$ cat config.mk
export PLATFORM = sky130hd
export DESIGN_NAME = bfpq_head_mem
export DESIGN_NICKNAME = d
export VERILOG_FILES = /design/src/rtl/bfpq_head_mem.sv
export SDC_FILE = /design/constraint.sdc
export NUM_CORES = 1
export LEC_CHECK = 0
export BUFFER_PORTS_ARGS = -buffer_cell sky130_fd_sc_hd__buf_2
export CAP_MARGIN = 15
export CORE_UTILIZATION = 55
export CTS_BUF_LIST = sky130_fd_sc_hd__clkbuf_16
export DETAILED_ROUTE_END_ITERATION = 12
export PLACE_DENSITY_LB_ADDON = 0.05
export SLEW_MARGIN = 25
export SYNTH_ARGS = -nofsm -noshare
export SYNTH_HDL_FRONTEND = slang
export SYNTH_SLANG_ARGS = --single-unit
$ cat constraint.sdc
create_clock -name clk -period 6.8 [get_ports clk]
set_input_delay 1.36 -clock clk [delete_from_list [all_inputs] [get_ports clk]]
set_output_delay 1.36 -clock clk [all_outputs]
set_load 0.005 [all_outputs]
$ cat src/rtl/bfpq_head_mem.sv
// bfpq_head_mem: bucket head table with per-bucket valid and non-empty flags
// invalid entries read as the null link; no dependencies
module bfpq_head_mem #(
  parameter int DEPTH = 64,
  parameter int AW    = 6,
  parameter int W     = 13,
  parameter logic [W-1:0] NIL = 13'd4096
) (
  input  logic             clk,
  input  logic             rst,
  input  logic             clear,
  input  logic             we,
  input  logic [AW-1:0]    waddr,
  input  logic [W-1:0]     wdata,
  input  logic [AW-1:0]    raddr,
  output logic [W-1:0]     rdata,
  output logic [DEPTH-1:0] nonempty
);

  logic [W-1:0]     mem [DEPTH];
  logic [DEPTH-1:0] vld;
  logic [W-1:0]     d_q;
  logic             v_q;

  always_ff @(posedge clk) begin
    if (we) begin
      mem[waddr] <= wdata;
    end
    d_q <= mem[raddr];
  end

  always_ff @(posedge clk) begin
    if (rst || clear) begin
      vld      <= '0;
      nonempty <= '0;
      v_q      <= 1'b0;
    end else begin
      v_q <= vld[raddr];
      if (we) begin
        vld[waddr]      <= 1'b1;
        nonempty[waddr] <= (wdata != NIL);
      end
    end
  end

  assign rdata = v_q ? d_q : NIL;

endmodule

==> flow_summary.yaml <==
routing:
  via_count: 19300
  drt_iter0_drc: 2431
  vias_per_cell: 6.38
  ant_nets: 0
  drcViolationCount: 2
  route.final.wire_length_um: 92600
  wl_per_cell_um: 30.5
  firstDrtPassIters: 9
clocking:
  htree_levels: 3
  insertion_delay_ns: 0.64
  cts_buffers: 96
  cts_resized: 0
  cts_sinks: 974
  clockRootBuffer: "clkbuf_16"
  tritoncts: "yes"
  clk_pin_slew_ns: 0.06
  holdBufCountCts: 0
  cts_buffer_depth: 3
  cts_setup_buffers: 0
critical_path:
  crit_top_cell: "mux4_2"
  required_ns: 7.31
  end_kind: "flip-flop"
  cp-start-kind: "input port"
  arrival_ns: 4.12
  cp_max_fo: 71
  slowest_stage: "buf_8"
  crit_chain: "buf_8, buf_12, mux4_2, mux4_2, nor2_1, o2bb2ai_1"
  max_stage_delay_ns: 0.60
  path_class: "in2reg"
  reg2reg_depth: 5
layout:
  drive_gt1_frac: 0.254
  final_nets: 2113
  num-fill-cells: 4655
  area_growth_pct: 12.9
sta:
  skew_ns: 0.0108
  drv_slew: 0
  final.setup.tns_ns: 0
  final.min_clock_period_ns: 3.61
  rsz0062_at_grt: "false"
  fin_crit_sh: 0.531
  worstMarginPinSlew_ns: 1.01
  hold_violations: 0
  slew_headroom: 0.324
  setup_violations: 0
  fmaxAchievable_ghz: 0.277
global_route:
  grt_overflow: 0
  grt.busiest_layer: "met1"
  grt_start_max_net_pins: 86
  gr-usage-met2: 0.405
  antenna_found_initial: 8
  grtUsageMet3: 0.0603
  grt_use_total: 0.281
  grt_pass1_wl_um: 134000
  grt_pass1_vias: 18800
  grt_util_met1: 0.440
synth:
  synth-main-ff-cell: "edfxtp_1"
  synth.distinct_cells: 48
  synth_fp_nets: 1920
  synth_enable_flop_cells: 832
  yosysSeqAreaShare: 0.756
  synthCells: 1891
  syn_area_per_cell_um2: 19.5
  ys_async_sr_fraction: 0
  netlist_area_um2: 36800
  yosys_warnings: 0
  synth-seq-cells: 974
power_and_ir_drop:
  finalPower_mw: 12.0
  peakVddDrop_mv: 0.237
  p_leak_nw: 13.6
  power.density_nw_per_um2: 289
die:
  dieHeight_um: 261
  core_um2: 66000
  pin_count: 106
  die_w_um: 261
  die_area_um2: 68000
  num_rows: 94
  start_util: 0.558
placement:
  port_buffers: 105
  hpwl_um: 55000
  place_congestion: 0.834
outcome:
  outcome: "finished, violations left"
  violations: "DRC"
worst_hold_path:
  hp-class: "reg2reg"
  whs_path_depth: 2
flow_run:
  maxCapViolations: 0
## worst max-delay path: cells and delay by family
kind	cells	cell delay [ns]
multiplexers	2	1.15
buffers and inverters	2	1.01
AND/OR/NAND/NOR	1	0.32
AO/OA/AOI/OAI	1	0.14
## layout by cell type, fill, tap and decap left out, types with 4 or more instances in the layout
| cell type | instances |
|---|---|
| or3_1 | 4 |
| nand3b_1 | 6 |
| mux2_2 | 4 |
| inv_1 | 34 |
| buf_2 | 101 |
| nor2b_1 | 12 |
| o31ai_1 | 8 |
| mux4_1 | 8 |
| o22ai_1 | 30 |
| nand3_1 | 14 |
| mux2i_1 | 35 |
| nor4_1 | 4 |
| buf_4 | 92 |
| mux4_2 | 220 |
| o21ai_0 | 4 |
| nand2b_1 | 8 |
| clkinv_2 | 13 |
| clkinv_1 | 27 |
| nor3_1 | 5 |
| nand2_1 | 31 |
| clkbuf_16 | 100 |
| o221ai_1 | 18 |
| a21oi_1 | 8 |
| nor2_1 | 267 |
| and2_1 | 12 |
| o21a_1 | 8 |
| edfxtp_1 | 832 |
| a211oi_1 | 80 |
| dfxtp_1 | 142 |
| buf_12 | 4 |
## per-stage QoR
step                      cells  cell area (um^2)  setup WS, ns  hold slack, ns  utilization
final                      3031             41600          3.19           0.467        0.630
after global routing       3029             41600          2.98           0.491        0.630
after CTS                  3029             41600          3.14           0.468        0.630
after detailed placement   2850             38600          2.46           0.455        0.586
after global placement     2850             38600          2.50           0.442        0.586
after floorplan            1891             36800          3.57           0.432            -
## cells by family (layout without fill, tap and decap cells)
group           Yosys count  in the layout  synth area share
other cells               0              2                 0
compound gates          170            170            0.0339
simple gates            374            374            0.0433
buf+inv                 106            380            0.0160
flops                   974            974             0.756
mux                     267            267             0.151
## registers in the layout, indices dropped and copies added, names as in the netlist
signal and flops:
mem 832, nonempty 64, vld 64, v_q 1
d_q 13
## per-layer routing
layer	wire length, um	part of all wire
met1	39400	0.43
met2	41600	0.45
met3	9810	0.11
met4	1760	0.019
met5	13	0.00014
## final cells by class
cell class,instances,area (um^2),area share
clock inverter,79,413,0.00993
antenna,2,5.00,0.000120
multi-input combinational,811,8410,0.202
inverter,1,3.75,0.0000903
sequential,974,27800,0.670
tap,864,1080,0.0260
timing repair buffer,200,1320,0.0317
clock buffer,100,2500,0.0602
## Yosys cell counts (all sizes together) (14+ instances only)
master | instances | area (um^2)
a211oi | 80 | 601
buf | 65 | 433
clkbuf | 40 | 154
dfxtp | 142 | 2840
edfxtp | 832 | 25000
mux2i | 35 | 350
mux4 | 228 | 5160
nand2 | 31 | 116
nand3 | 14 | 70.1
nor2 | 268 | 1010
o221ai | 18 | 158
o22ai | 30 | 188
## report_power, final
| part | total (mW) | switching (mW) | leakage (nW) | internal [mW] |
|---|---|---|---|---|
| clock | 4.92 | 2.17 | 1.56 | 2.75 |
| sequential | 6.55 | 0.0220 | 8.63 | 6.52 |
| combinational | 0.563 | 0.367 | 3.40 | 0.197 |
| total | 12.0 | 2.56 | 13.6 | 9.47 |
## worst paths after layout
kind,from,slack [ns],to
min reg2reg,vld[55],0.47,vld[55]
min,vld[55],0.47,vld[55]
max reg2reg,mem[38][11],4.73,d_q[11]
max,raddr[0],3.19,d_q[4]
(Power assumes the default switching activity.)
